`config.mk`:
```
export PLATFORM = sky130hd
export DESIGN_NAME = random_permutation_shuffler
export DESIGN_NICKNAME = d
export VERILOG_FILES = /design/src/design/rps_pkg.sv /design/src/design/random_permutation_shuffler.sv
export VERILOG_INCLUDE_DIRS = /design/src /design/src/design
export SDC_FILE = /design/constraint.sdc
export NUM_CORES = 1
export LEC_CHECK = 0
export BUFFER_PORTS_ARGS = -buffer_cell sky130_fd_sc_hd__buf_2
export CAP_MARGIN = 20
export CORE_MARGIN = 4
export CORE_UTILIZATION = 33
export DETAILED_ROUTE_END_ITERATION = 12
export PLACE_DENSITY = 0.5
export SETUP_SLACK_MARGIN = 0.1
export SYNTH_ARGS = -nofsm -noshare
export SYNTH_HDL_FRONTEND = slang
export SYNTH_SLANG_ARGS = --single-unit
```
`constraint.sdc`:
```
create_clock -name i_clk -period 10.6 [get_ports i_clk]
set_input_delay 1.06 -clock i_clk [delete_from_list [all_inputs] [get_ports i_clk]]
set_output_delay 1.06 -clock i_clk [all_outputs]
set_load 0.01 [all_outputs]
```
`src/design/assert_macros.svh`:
```
// Assertion macros shared by the shuffler RTL.
// Every macro expects i_clk and i_rst_n in the scope where it is used.
`ifndef ASSERT_MACROS_SVH
`define ASSERT_MACROS_SVH

// Property that holds on every clock edge outside reset.
`define ASSERT_ALWAYS(name, prop, msg) \
    name: assert property (@(posedge i_clk) disable iff (!i_rst_n) (prop)) else $error(msg);

// Property where the antecedent implies the consequent in the next cycle.
`define ASSERT_NEXT(name, ante, cons, msg) \
    name: assert property (@(posedge i_clk) disable iff (!i_rst_n) (ante) |=> (cons)) \
        else $error(msg);

`endif

```
`src/design/rps_pkg.sv`:
```
// Package for the random permutation shuffler: fixed widths, register
// indexes and the sequencer state type. No dependencies.
`timescale 1ns / 1ps

package rps_pkg;

    localparam int WORD_W     = 64;   // random word width
    localparam int OUT_W      = 6;    // position / value field width
    localparam int SIZE_W     = 7;    // perm_size register width
    localparam int PADDR_W    = 3;
    localparam int PDATA_W    = 32;
    localparam int S_TDATA_W  = 64;
    localparam int S_TUSER_W  = 1;
    localparam int M_TDATA_W  = 16;
    localparam int DIV_CNT_W  = $clog2(WORD_W + 1);

    localparam logic REG_PERM_SIZE = 1'b0;   // register index from paddr[2]
    localparam logic [SIZE_W-1:0] PERM_SIZE_RST = 7'd64;

    typedef enum logic [2:0] {
        S_IDLE,
        S_DIV,
        S_READ,
        S_SWAP_P,
        S_SWAP_J,
        S_READ0,
        S_LAST
    } t_state;

endpackage

```
`src/design/random_permutation_shuffler.sv`:
```
// Top level of the random permutation shuffler: stream in, stream out, APB
// register port. Depends on rps_pkg and assert_macros.svh.
`timescale 1ns / 1ps

`include "assert_macros.svh"

// Backward Fisher-Yates shuffle. Each transfer on the slave stream carries
// one 64-bit random word; tuser bit 0 set starts a new permutation of
// perm_size elements (0 is taken as 1, sizes above MAX_ELEMENTS are clamped).
// A step item runs through the bit-serial restoring remainder unit (one bit of
// the word per cycle, then a hand-off), the two-port table read and the two
// swap writes before the block is ready again. The step at position 1 then
// reads entry 0 and sends it with tlast. A start item also loads the identity
// into the table, one entry per cycle on the single write port, overlapped with
// the remainder unit; a start with size 1 sends entry 0 at once. A full result
// register with m_axis_tready low stalls the swap and the last send. Non-start
// items while no walk is running are accepted and dropped.
module random_permutation_shuffler #(
    parameter int MAX_ELEMENTS = 64
) (
    input  logic                          i_clk,
    input  logic                          i_rst_n,
    // slave stream; tdata: random_word[63:0]
    input  logic                          s_axis_tvalid,
    output logic                          s_axis_tready,
    input  logic [rps_pkg::S_TDATA_W-1:0] s_axis_tdata,
    // tuser: start_req[0]
    input  logic [rps_pkg::S_TUSER_W-1:0] s_axis_tuser,
    // master stream; tdata: position[5:0], value[11:6], zero fill [15:12]
    output logic                          m_axis_tvalid,
    input  logic                          m_axis_tready,
    output logic [rps_pkg::M_TDATA_W-1:0] m_axis_tdata,
    output logic                          m_axis_tlast,
    // APB register port
    input  logic                          psel,
    input  logic                          penable,
    input  logic                          pwrite,
    input  logic [rps_pkg::PADDR_W-1:0]   paddr,
    input  logic [rps_pkg::PDATA_W-1:0]   pwdata,
    output logic [rps_pkg::PDATA_W-1:0]   prdata,
    output logic                          pready
);

    import rps_pkg::*;

    localparam int IDX_W = $clog2(MAX_ELEMENTS);
    localparam int N_W   = IDX_W + 1;

    // registers
    t_state                r_state, n_state;
    logic                  r_active, n_active;
    logic                  r_one, n_one;
    logic [IDX_W-1:0]      r_pos, n_pos;
    logic [WORD_W-1:0]     r_word, n_word;
    logic [N_W-1:0]        r_rem, n_rem;
    logic [DIV_CNT_W-1:0]  r_div_left, n_div_left;
    logic [N_W-1:0]        r_fill_cnt, n_fill_cnt;
    logic [N_W-1:0]        r_fill_n, n_fill_n;
    logic                  r_out_valid, n_out_valid;
    logic [OUT_W-1:0]      r_out_pos, n_out_pos;
    logic [OUT_W-1:0]      r_out_val, n_out_val;
    logic                  r_out_last, n_out_last;
    logic [SIZE_W-1:0]     r_perm_size;

    // table memory
    logic [IDX_W-1:0]      r_mem [MAX_ELEMENTS];
    logic [IDX_W-1:0]      r_rd_a, r_rd_b;
    logic                  mem_we, mem_re;
    logic [IDX_W-1:0]      mem_waddr, mem_wdata;
    logic [IDX_W-1:0]      mem_raddr_a, mem_raddr_b;

    logic                  in_xfer, out_free, fill_done;
    logic [N_W-1:0]        size_n, divisor;
    logic [N_W:0]          trial, trial_diff;

    assign pready        = 1'b1;
    assign prdata        = PDATA_W'(r_perm_size);
    assign s_axis_tready = (r_state == S_IDLE);
    assign in_xfer       = s_axis_tvalid && s_axis_tready;
    assign out_free      = !r_out_valid || m_axis_tready;
    assign fill_done     = (r_fill_cnt == r_fill_n);

    assign m_axis_tvalid = r_out_valid;
    assign m_axis_tdata  = {{(M_TDATA_W - 2 * OUT_W){1'b0}}, r_out_val, r_out_pos};
    assign m_axis_tlast  = r_out_last;

    // clamp the configured size to 1 .. MAX_ELEMENTS
    always_comb begin
        if (r_perm_size == '0) begin
            size_n = N_W'(1);
        end else if (32'(r_perm_size) > 32'(MAX_ELEMENTS)) begin
            size_n = N_W'(MAX_ELEMENTS);
        end else begin
            size_n = N_W'(r_perm_size);
        end
    end

    // restoring remainder step: shift in the next word bit, subtract if it fits
    assign divisor    = N_W'(r_pos) + N_W'(1);
    assign trial      = {r_rem, r_word[WORD_W-1]};
    assign trial_diff = trial - {1'b0, divisor};

    always_comb begin
        n_state     = r_state;
        n_active    = r_active;
        n_one       = r_one;
        n_pos       = r_pos;
        n_word      = r_word;
        n_rem       = r_rem;
        n_div_left  = r_div_left;
        n_fill_cnt  = r_fill_cnt;
        n_fill_n    = r_fill_n;
        n_out_valid = r_out_valid && !m_axis_tready;
        n_out_pos   = r_out_pos;
        n_out_val   = r_out_val;
        n_out_last  = r_out_last;
        mem_we      = 1'b0;
        mem_waddr   = r_pos;
        mem_wdata   = r_rd_a;
        mem_re      = 1'b0;
        mem_raddr_a = r_pos;
        mem_raddr_b = r_rem[IDX_W-1:0];

        case (r_state)
            S_IDLE: begin
                if (in_xfer) begin
                    n_word     = s_axis_tdata;
                    n_rem      = '0;
                    n_div_left = DIV_CNT_W'(WORD_W);
                    n_fill_cnt = '0;
                    n_fill_n   = '0;
                    if (s_axis_tuser[0]) begin
                        if (size_n == N_W'(1)) begin
                            n_pos    = '0;
                            n_active = 1'b0;
                            n_one    = 1'b1;
                            n_state  = S_LAST;
                        end else begin
                            n_pos    = IDX_W'(size_n - N_W'(1));
                            n_active = 1'b1;
                            n_one    = 1'b0;
                            n_fill_n = size_n;
                            n_state  = S_DIV;
                        end
                    end else if (r_active) begin
                        n_state = S_DIV;
                    end
                end
            end
            S_DIV: begin
                // identity load runs alongside the remainder unit
                if (!fill_done) begin
                    mem_we     = 1'b1;
                    mem_waddr  = r_fill_cnt[IDX_W-1:0];
                    mem_wdata  = r_fill_cnt[IDX_W-1:0];
                    n_fill_cnt = r_fill_cnt + N_W'(1);
                end
                if (r_div_left != '0) begin
                    n_word     = {r_word[WORD_W-2:0], 1'b0};
                    n_rem      = trial_diff[N_W] ? trial[N_W-1:0] : trial_diff[N_W-1:0];
                    n_div_left = r_div_left - DIV_CNT_W'(1);
                end else if (fill_done) begin
                    n_state = S_READ;
                end
            end
            S_READ: begin
                mem_re  = 1'b1;
                n_state = S_SWAP_P;
            end
            S_SWAP_P: begin
                if (out_free) begin
                    mem_we      = 1'b1;
                    mem_waddr   = r_pos;
                    mem_wdata   = r_rd_b;
                    n_out_valid = 1'b1;
                    n_out_pos   = OUT_W'(r_pos);
                    n_out_val   = OUT_W'(r_rd_b);
                    n_out_last  = 1'b0;
                    n_state     = S_SWAP_J;
                end
            end
            S_SWAP_J: begin
                mem_we    = 1'b1;
                mem_waddr = r_rem[IDX_W-1:0];
                mem_wdata = r_rd_a;
                if (r_pos == IDX_W'(1)) begin
                    n_pos    = '0;
                    n_active = 1'b0;
                    n_state  = S_READ0;
                end else begin
                    n_pos   = r_pos - IDX_W'(1);
                    n_state = S_IDLE;
                end
            end
            S_READ0: begin
                mem_re      = 1'b1;
                mem_raddr_a = '0;
                n_state     = S_LAST;
            end
            S_LAST: begin
                if (out_free) begin
                    n_out_valid = 1'b1;
                    n_out_pos   = '0;
                    n_out_val   = r_one ? '0 : OUT_W'(r_rd_a);
                    n_out_last  = 1'b1;
                    n_state     = S_IDLE;
                end
            end
            default: begin
                n_state = S_IDLE;
            end
        endcase
    end

    always_ff @(posedge i_clk) begin
        if (!i_rst_n) begin
            r_state     <= S_IDLE;
            r_active    <= 1'b0;
            r_one       <= 1'b0;
            r_pos       <= '0;
            r_div_left  <= '0;
            r_fill_cnt  <= '0;
            r_fill_n    <= '0;
            r_out_valid <= 1'b0;
        end else begin
            r_state     <= n_state;
            r_active    <= n_active;
            r_one       <= n_one;
            r_pos       <= n_pos;
            r_div_left  <= n_div_left;
            r_fill_cnt  <= n_fill_cnt;
            r_fill_n    <= n_fill_n;
            r_out_valid <= n_out_valid;
        end
    end

    always_ff @(posedge i_clk) begin
        r_word     <= n_word;
        r_rem      <= n_rem;
        r_out_pos  <= n_out_pos;
        r_out_val  <= n_out_val;
        r_out_last <= n_out_last;
    end

    // configuration register
    always_ff @(posedge i_clk) begin
        if (!i_rst_n) begin
            r_perm_size <= PERM_SIZE_RST;
        end else if (psel && penable && pwrite && pready && (paddr[2] == REG_PERM_SIZE)) begin
            r_perm_size <= pwdata[SIZE_W-1:0];
        end
    end

    // table: one write port, two registered read ports
    always_ff @(posedge i_clk) begin
        if (mem_we) begin
            r_mem[mem_waddr] <= mem_wdata;
        end
        if (mem_re) begin
            r_rd_a <= r_mem[mem_raddr_a];
            r_rd_b <= r_mem[mem_raddr_b];
        end
    end

    `ASSERT_ALWAYS(a_active_pos,
        (r_state != S_IDLE) || !r_active || (r_pos != '0), "active with position zero")
    `ASSERT_ALWAYS(a_rem_range,
        (r_state != S_READ) || (r_rem <= N_W'(r_pos)), "remainder above position")
    `ASSERT_ALWAYS(a_last_pos,
        !(m_axis_tvalid && m_axis_tlast) || (m_axis_tdata[OUT_W-1:0] == '0),
        "last not at position zero")
    `ASSERT_NEXT(a_div_exit, (r_state == S_DIV) && (n_state == S_READ),
        (r_fill_cnt == r_fill_n) && (r_div_left == '0),
        "table read before fill or remainder done")

endmodule

```
==> metrics.txt, run 1 <==
run status=finished, final reports clean; Clk network pwr share=28.2%; Die X-Extent=289.0 µm; CTS tree=yes; core area=77,850 µm²; final hold violations=0; Cell Pwr Density=238.3 nW/µm²; Maximum Capacitance Violations=0; worst-path cell chain=nor2b_4 -> and2_2 -> buf_4 -> o21a_4 -> mux2_4 -> or3b_1 -> nor3_1; Peak Freq=0.2069 GHz; Post-Layout Cell Count=3,184; number of placed I/O pins=159; Reg2Reg Setup Slack=5770 ps; Worst R2R Path Depth=7; slowest CP cell=nor3_1; min setup slack post-route=5767 ps; DP Wirelength=50,250 µm; ant diodes=0; Worst R2R Start=r_state[0]$_SDFFE_PN0P_; Required @ worst endpoint=10,840 ps; Pwr Total=6991 µW; initial antenna violation count=3; Clock Skew=19.33 ps; hold_buf cts=0; number of synthesized register bits=520; Worst slew margin=24.70%; Iter 0 DRT Violations=1,678; CP max FO=68; Slew @ Worst Pin=1121 ps; hold path startpoint=r_fill_n[6]$_SDFFE_PN0P_; clk root buf=clkbuf_16; Worst R2R End=r_mem[0][2]$_DFFE_PP_; row count=102; final slew viol count=0; via/cell ratio=5.597; Flop pwr share=38.8%; crit end category=flip-flop; Setup CP Type=flip-flop to flip-flop; port bufs=101; largest stage delay on the critical path=1070 ps; Hold Path Depth=2; switching share of power=34.46%; Setup Buffers After CTS=0; Wirelength per Cell=24.92 µm; final wirelength=79,330 µm; setup TNS=0 ps; Post-Synthesis Cells=2,054; DP Cell Count=3,079; crit path time final=4833 ps; TritonCTS Buffers=55; vias=17,820; RSZ-0062 raised after global routing=no; Place WS=5806 ps; Pint=4582 µW; area grow syn2layout=12.58%; Nets=2,219; FFs w/ async S/R, synth=0%; Setup crit start kind=flip-flop; 1st-pass router iterations=6; crit share post-route=45.59%; fraction of layout cells with a size suffix above 1=18.66%; leakage power=0.009823 µW; sequential area share after synthesis=58.38%; clk buf depth=3; Comb pwr share=33.1%; arrival time at the worst endpoint=5070 ps; Initial Utilization=33.47%; Final setup violation count=0; gr ovfl total=0; Total GRT Usage=18.50%; Final ANT Viol Nets=0; first-pass GRT wire length=115,800 µm; Netlist cell types=77; Mapped Area=26,060 µm²; YS warnings=0; Final Core Density=37.69%; Post-synth EDFFs=480; largest net degree at the start of global routing=165; vias in the first global route=17,603; Die Area=83,530 µm²; Clk Latency, worst-skew pair=630 ps; Endpoint, Worst Hold=r_fill_n[6]$_SDFFE_PN0P_; clock-pin slew on the worst setup and hold paths=60 ps; die height=289.0 µm; cts repair resizes=0; Sw Pwr=2409 µW; Remaining DRCs=0; GP Congestion=0.8606; Avg Cell Area, Syn=12.69 µm²; maximum vdd drop=0.0002052 V; Layout fillers=7,406; Clock H-tree levels=2; Hold Path Class=flip-flop to flip-flop; Post-synth top flop=edfxtp_1; CTS sink cnt=520
layer usage:
| metal | global-route usage (%) | share of wire (%) | up-vias |
|---|---|---|---|
| met5 | 0 | 0.034 | - |
| met4 | 5.717 | 3.0 | 4 |
| met3 | 3.871 | 7.8 | 132 |
| met2 | 30.43 | 47 | 750 |
| met1 | 24.68 | 42 | 8997 |
| li1 | - | - | 7937 |
cells in the mapped netlist, types with 34 or more instances:
cell	n	share of area, %
inv_1	60	0.86
clkbuf_1	75	1.1
nand2_1	281	4.0
a31oi_1	51	1.2
buf_2	59	1.1
edfxtp_1	480	55
nor3_1	69	1.3
or3_1	35	0.84
buf_4	34	0.98
mux4_2	127	11
nor2_1	151	2.2
dfxtp_1	40	3.1
mux2i_1	63	2.4
o21ai_0	48	0.92
a21oi_1	66	1.3
power groups by stage:
stage	Clock (µW)	Sequential [µW]	Combinational, µW
after floorplan	0	2720	1590
after global placement	0	2750	2280
after detailed placement	0	2750	2310
after CTS	2010	2710	2320
after global routing	2090	2730	2480
final	1970	2710	2310
cell type report:
cell class / count / area (µm²) / share of cell area, %
repair buffers: 144 / 863.3 / 2.943
clock buffers: 60 / 1395 / 4.755
inverters: 62 / 232.7 / 0.7932
clock inverters: 43 / 425.4 / 1.450
flip-flops and latches: 520 / 15220 / 51.88
well taps: 1040 / 1301 / 4.435
multi-input cells: 1315 / 9901 / 33.75
flip-flops by register name (all words and copies together) (netlist names):
register	flops
r_rem	7
r_fill_n	7
r_out_val	6
r_rd_b	6
r_word	64
r_pos	6
r_perm_size	7
r_rd_a	6
m_axis_tvalid	1
r_one	1
r_fill_cnt	7
r_active	1
m_axis_tlast	1
r_state	3
r_mem	384
r_out_pos	6
r_div_left	7
layout by cell type (no fill, tap or decap), drive strengths merged, types with 18 or more instances in the layout:
| cell type | n |
|---|---|
| a21oi | 66 |
| nor4 | 23 |
| clkinv | 31 |
| a31oi | 51 |
| o22ai | 21 |
| mux2i | 63 |
| nor2b | 18 |
| a211oi | 24 |
| nand2 | 281 |
| mux4 | 127 |
| o211ai | 32 |
| a22oi | 31 |
| o221ai | 25 |
| nand2b | 27 |
| edfxtp | 480 |
| o21ai | 51 |
| nand3 | 26 |
| dfxtp | 40 |
| buf | 143 |
| nor2 | 152 |
| nor3 | 81 |
| clkbuf | 61 |
| conb | 30 |
| inv | 61 |
| or3 | 35 |
per-stage QoR:
| stage | area [µm²] | hold WS, ps |
|---|---|---|
| global route | 29340 | 500.4 |
| finish | 29340 | 487.8 |
| detailed placement | 27510 | 482.0 |
| global placement | 27510 | 473.2 |
| floorplan | 26170 | 453.5 |
| CTS | 29330 | 489.3 |
worst max-delay path: cells and delay by family (launching register included):
kind / cells / cell delay (ps)
buf+inv: 1 / 540
simple gates: 4 / 2360
compound gates: 1 / 490
mux: 1 / 370
flops: 1 / 660
how the worst max path moves through the flow:
stage | from | end | slack, ps | cells after the start
CTS | r_state[0]$_SDFFE_PN0P_ | r_mem[1][4]$_DFFE_PP_ | 5740 | 7
detailed placement | r_state[0]$_SDFFE_PN0P_ | r_mem[0][4]$_DFFE_PP_ | 5810 | 7
global route | r_state[0]$_SDFFE_PN0P_ | r_mem[1][2]$_DFFE_PP_ | 5500 | 7
floorplan | m_axis_tready | r_mem[0][2]$_DFFE_PP_ | 5520 | 5
finish | r_state[0]$_SDFFE_PN0P_ | r_mem[0][2]$_DFFE_PP_ | 5770 | 7
global placement | r_state[0]$_SDFFE_PN0P_ | r_mem[0][4]$_DFFE_PP_ | 5890 | 7
kinds of logic after synthesis:
family          Yosys count  share of synthesized area [%]
compound gates          379                          9.987
xor+xnor                 21                         0.7058
fa+ha+maj                14                         0.7010
buf+inv                 247                          4.446
flops                   520                          58.38
mux                     198                          13.76
other cells               2                        0.02882
simple gates            673                          11.99
(Power assumes the default switching activity.)
==> run 2, diff against run 1 <==
- clock period: 10.6 -> 4.7 ns (I/O delays scaled with it)
==> metrics.txt, run 2 (synthesized netlist as in run 1, its figures left out) <==
Slew @ Worst Pin=1121 ps; Clock Skew=26.85 ps; Hold Path Class=input pin to flip-flop; number of placed I/O pins=159; Final setup violation count=0; Reg2Reg Setup Slack=870 ps; Required @ worst endpoint=4950 ps; Setup CP Type=flip-flop to flip-flop; first-pass GRT wire length=117,700 µm; final slew viol count=0; Maximum Capacitance Violations=0; via/cell ratio=5.614; Post-DP Area=27,870 µm²; vias=18,088; clk root buf=clkbuf_16; most common cell after layout, fill and taps aside=edfxtp_1; Worst R2R Path Depth=7; area occupied by registers=15,220 µm²; Layout fillers=7,405; maximum vdd drop=0.0003082 V; Iter 0 DRT Violations=1,909; switching share of power=33.68%; multi-input logic area=9901 µm²; CTS tree=yes; setup TNS=0 ps; row count=102; 1st-pass router iterations=6; initial antenna violation count=0; Sw Pwr=5515 µW; Peak Freq=0.2611 GHz; Pint=10,860 µW; port bufs=101; fraction of layout cells with a size suffix above 1=20.35%; Flop pwr share=37.5%; largest net degree at the start of global routing=124; clock-pin slew on the worst setup and hold paths=60 ps; CTS sink cnt=520; GP Congestion=0.8658; cts repair resizes=0; Worst slew margin=25.04%; hold path startpoint=pwdata[6]; fin area=29,900 µm²; die height=289.0 µm; most frequent cells in the layout=edfxtp_1, nand2_1, nor2_1, mux4_2, buf_2; max FFs per register=384; CP max FO=34; run status=finished, final reports clean; final hold violations=0; Endpoint, Worst Hold=r_perm_size[6]$_SDFFE_PN1P_; Cell Pwr Density=547.7 nW/µm²; area grow syn2layout=14.74%; TritonCTS Buffers=56; core area=77,850 µm²; Die X-Extent=289.0 µm; Comb pwr share=32.7%; Wirelength per Cell=24.76 µm; clk buf depth=3; Initial Utilization=33.47%; ant diodes=0; Clk Latency, worst-skew pair=630 ps; gr ovfl total=0; Hold Path Depth=3; RSZ-0062 raised after global routing=no; Top reg by flops=r_mem; crit share post-route=81.49%; Worst R2R End=r_mem[53][4]$_DFFE_PP_; Setup crit start kind=flip-flop; Setup Buffers After CTS=0; arrival time at the worst endpoint=4080 ps; final wirelength=79,790 µm; vias in the first global route=17,539; Remaining DRCs=0; Die Area=83,530 µm²; Clk network pwr share=29.8%; largest registers=r_mem: 384 flops, r_word: 64 flops; Worst R2R Start=r_state[2]$_SDFFE_PN0P_; Clock H-tree levels=2; hold_buf cts=0; hold_ws=69.15 ps; Pwr Total=16,380 µW; leakage power=0.01013 µW; Final ANT Viol Nets=0; crit end category=flip-flop; Nets=2,255; DP Wirelength=53,390 µm; crit path time final=3830 ps; Total GRT Usage=18.70%
-- run 2: cell count changes in the layout (fill, tap and decap cells not counted) --
cell	previous run	this run
clkinvlp_2	1	0
buf_2	102	101
buf_12	3	8
clkinv_8	2	0
bufinv_16	7	13
inv_6	0	2
buf_16	0	1
buf_4	38	69
clkinv_4	1	2
inv_16	1	2
clkinv_1	17	10
clkbuf_4	1	0
clkbuf_16	55	57
clkbuf_1	5	6
-- run 2: area by class of cell --
type,instances,area share (%)
inverters,62,0.7783
clock buffers,63,4.845
clock inverters,43,1.967
multi-input cells,1315,33.11
well taps,1040,4.352
flip-flops and latches,520,50.90
repair buffers,179,4.050
-- run 2: power by group through the flow --
| stage | clock (µW) | combinational [µW] | sequential [µW] |
|---|---|---|---|
| 2_1_floorplan | 0 | 3600 | 6120 |
| 3_3_place_gp | 0 | 5250 | 6230 |
| 3_5_place_dp | 0 | 5340 | 6240 |
| 4_1_cts | 4970 | 5360 | 6150 |
| 5_1_grt | 5170 | 5740 | 6190 |
| 6_report | 4880 | 5350 | 6150 |
-- run 2: worst max-delay path by stage --
| stage | startpoint | endpoint | slack (ps) | cells past startpoint |
|---|---|---|---|---|
| 2_1_floorplan | r_state[1]$_SDFFE_PN0P_ | r_div_left[4]$_SDFFE_PN0P_ | 820 | 8 |
| 3_3_place_gp | r_state[2]$_SDFFE_PN0P_ | r_mem[2][4]$_DFFE_PP_ | 920 | 6 |
| 3_5_place_dp | r_state[2]$_SDFFE_PN0P_ | r_mem[53][5]$_DFFE_PP_ | 880 | 7 |
| 4_1_cts | r_state[2]$_SDFFE_PN0P_ | r_mem[53][5]$_DFFE_PP_ | 890 | 7 |
| 5_1_grt | r_state[2]$_SDFFE_PN0P_ | r_mem[53][5]$_DFFE_PP_ | 650 | 7 |
| 6_report | r_state[2]$_SDFFE_PN0P_ | r_mem[53][4]$_DFFE_PP_ | 870 | 7 |
-- run 2: worst max-delay path, cell delays in order (launching register included) --
cell and delay, ps:
dfxtp_1 720, nor2b_4 110, and2_2 240, o21a_4 230, nor3_1 580, o221ai_4 550
buf_4 350, nor3_1 670
-- run 2: metal layers --
layer  wire (µm)  global-route usage [%]  part of all wire (%)  up-vias
li1            -                       -                     -     8002
met5           0                       0                     0        -
met2       36910                   29.80                    46      867
met3        6525                   3.430                   8.2      119
met4        2250                   5.532                   2.8        0
met1       34100                   26.20                    43     9100
-- run 2: stage by stage --
step / setup WS [ps] / std cells / utilization (%)
4_1_cts: 893.1 / 3222 / 38.41
3_5_place_dp: 879.6 / 3116 / 35.79
6_report: 870.0 / 3222 / 38.41
5_1_grt: 648.5 / 3222 / 38.41
3_3_place_gp: 924.1 / 3115 / 35.76
2_1_floorplan: 815.8 / 2082 / -
==> run 3, diff against run 2 <==
- PLACE_DENSITY: 0.5 -> 0.51
- clock period: 4.7 -> 3.4 ns (I/O delays scaled with it)
==> metrics.txt, run 3 (synthesized netlist as in run 1, its figures left out) <==
run status=finished, final reports clean; TritonCTS Buffers=56; Clock Skew=27.71 ps; Pint=15,140 µW; max FFs per register=384; Iter 0 DRT Violations=1,864; DRT met1 WL=34,720 µm; Required @ worst endpoint=3750 ps; DP Cell Count=3,204; Maximum Capacitance Violations=0; Top reg by flops=r_mem; maximum vdd drop=0.0004173 V; ant diodes=0; GP Congestion=0.8855; crit share post-route=91.86%; Sw Pwr=7648 µW; clk root buf=clkbuf_16; gr ovfl total=0; vias=18,916; number of placed I/O pins=159; leakage power=0.01092 µW; Worst slew margin=37.14%; row count=102; fraction of layout cells with a size suffix above 1=22.79%; 1st-pass router iterations=6; arrival time at the worst endpoint=3470 ps; metal2 WL=37,690 µm; Final ANT Viol Nets=0; multi-input logic area=9876 µm²; initial antenna violation count=0; Peak Freq=0.3202 GHz; DP Wirelength=54,580 µm; Setup Buffers After CTS=0; Nets=2,412; CTS tree=yes; Cell Pwr Density=726.8 nW/µm²; Hold Path Depth=3; setup TNS=0 ps; Post-Layout Cell Count=3,379; Flop pwr share=36.7%; RSZ-0062 raised after global routing=no; Final setup violation count=0; final slew viol count=0; vias in the first global route=18,572; port bufs=101; min setup slack post-route=276.9 ps; clock-pin slew on the worst setup and hold paths=60 ps; Total GRT Usage=19.06%; die height=289.0 µm; area occupied by registers=15,220 µm²; Worst R2R Path Depth=8; Wirelength per Cell=24.07 µm; largest net degree at the start of global routing=92; Remaining DRCs=0; final hold violations=0; Setup crit start kind=flip-flop; Clk network pwr share=29.2%; final wirelength=81,350 µm; CTS sink cnt=520; clk buf depth=3; Layout fillers=7,234; Place WS=220.3 ps; first-pass GRT wire length=120,500 µm; most frequent cells in the layout=edfxtp_1, nand2_1, nor2_1, buf_4, mux4_2; crit end category=flip-flop; CP max FO=26; largest registers=r_mem: 384 flops, r_word: 64 flops; Top Layer Used=met4; switching share of power=33.56%; Initial Utilization=33.47%; Die X-Extent=289.0 µm; most common cell after layout, fill and taps aside=edfxtp_1; via/cell ratio=5.598; Hold Path Class=input pin to flip-flop; area grow syn2layout=20.31%; Slew @ Worst Pin=937.8 ps; routed length on met3=6468 µm; Die Area=83,530 µm²; Clk Latency, worst-skew pair=650 ps; Clock H-tree levels=2; Comb pwr share=34.1%; core area=77,850 µm²; crit path time final=3123 ps; Setup CP Type=flip-flop to flip-flop
## run 3: final timing paths
kind,start,to,slack [ps]
min reg2reg,r_fill_n[1]$_SDFFE_PN0P_,r_fill_n[1]$_SDFFE_PN0P_,490
max,r_fill_cnt[5]$_SDFFE_PN0P_,r_mem[22][3]$_DFFE_PP_,280
min,pwdata[4],r_perm_size[4]$_SDFFE_PN0P_,20
max reg2reg,r_fill_cnt[5]$_SDFFE_PN0P_,r_mem[22][3]$_DFFE_PP_,280
## run 3: power groups by stage
stage / Sequential, µW / Clock [µW] / Combinational, µW
after global placement: 8490 / 0 / 7580
final: 8370 / 6650 / 7760
after detailed placement: 8510 / 0 / 7670
after global routing: 8420 / 7070 / 8320
after CTS: 8370 / 6790 / 7770
after floorplan: 8430 / 0 / 4980
## run 3: what timing repair did
item | in CTS | in global routing
hold endpoints to repair | 69 | 0
setup endpoints to repair | 0 | 1
hold buffers | 69 | 0
resized for setup | 0 | 1
## run 3: layer usage
metal  up-vias  track usage (%)
met1      9587            26.74
met5         -                0
met4         0            5.741
met3       152            3.147
li1       8308                -
met2       869            30.56
## run 3: final cells by class
type,instances,area share (%)
Clock buffer,60,4.518
Clock inverter,46,1.920
Inverter,62,0.7423
Multi-Input combinational cell,1315,31.50
Sequential cell,520,48.54
Tap cell,1040,4.150
Timing Repair Buffer,336,8.628
## run 3: metrics by stage
step | total power, µW | area (µm²) | hold slack (ps) | util, %
2_1_floorplan | 13410 | 26200 | 453.5 | -
5_1_grt | 23810 | 31350 | 26.28 | 40.27
3_5_place_dp | 16170 | 28640 | 481.0 | 36.79
6_report | 22790 | 31350 | 15.43 | 40.27
4_1_cts | 22930 | 31350 | 5.160 | 40.27
3_3_place_gp | 16070 | 28640 | 472.5 | 36.79
## run 3: critical path: stages (launching register included)
cell      delay, ps
dfxtp_1         470
xnor2_1         160
nand3_1         170
o21a_4          360
mux2_4          360
nand3b_2        580
buf_4           350
nor3_1          190
buf_4           180
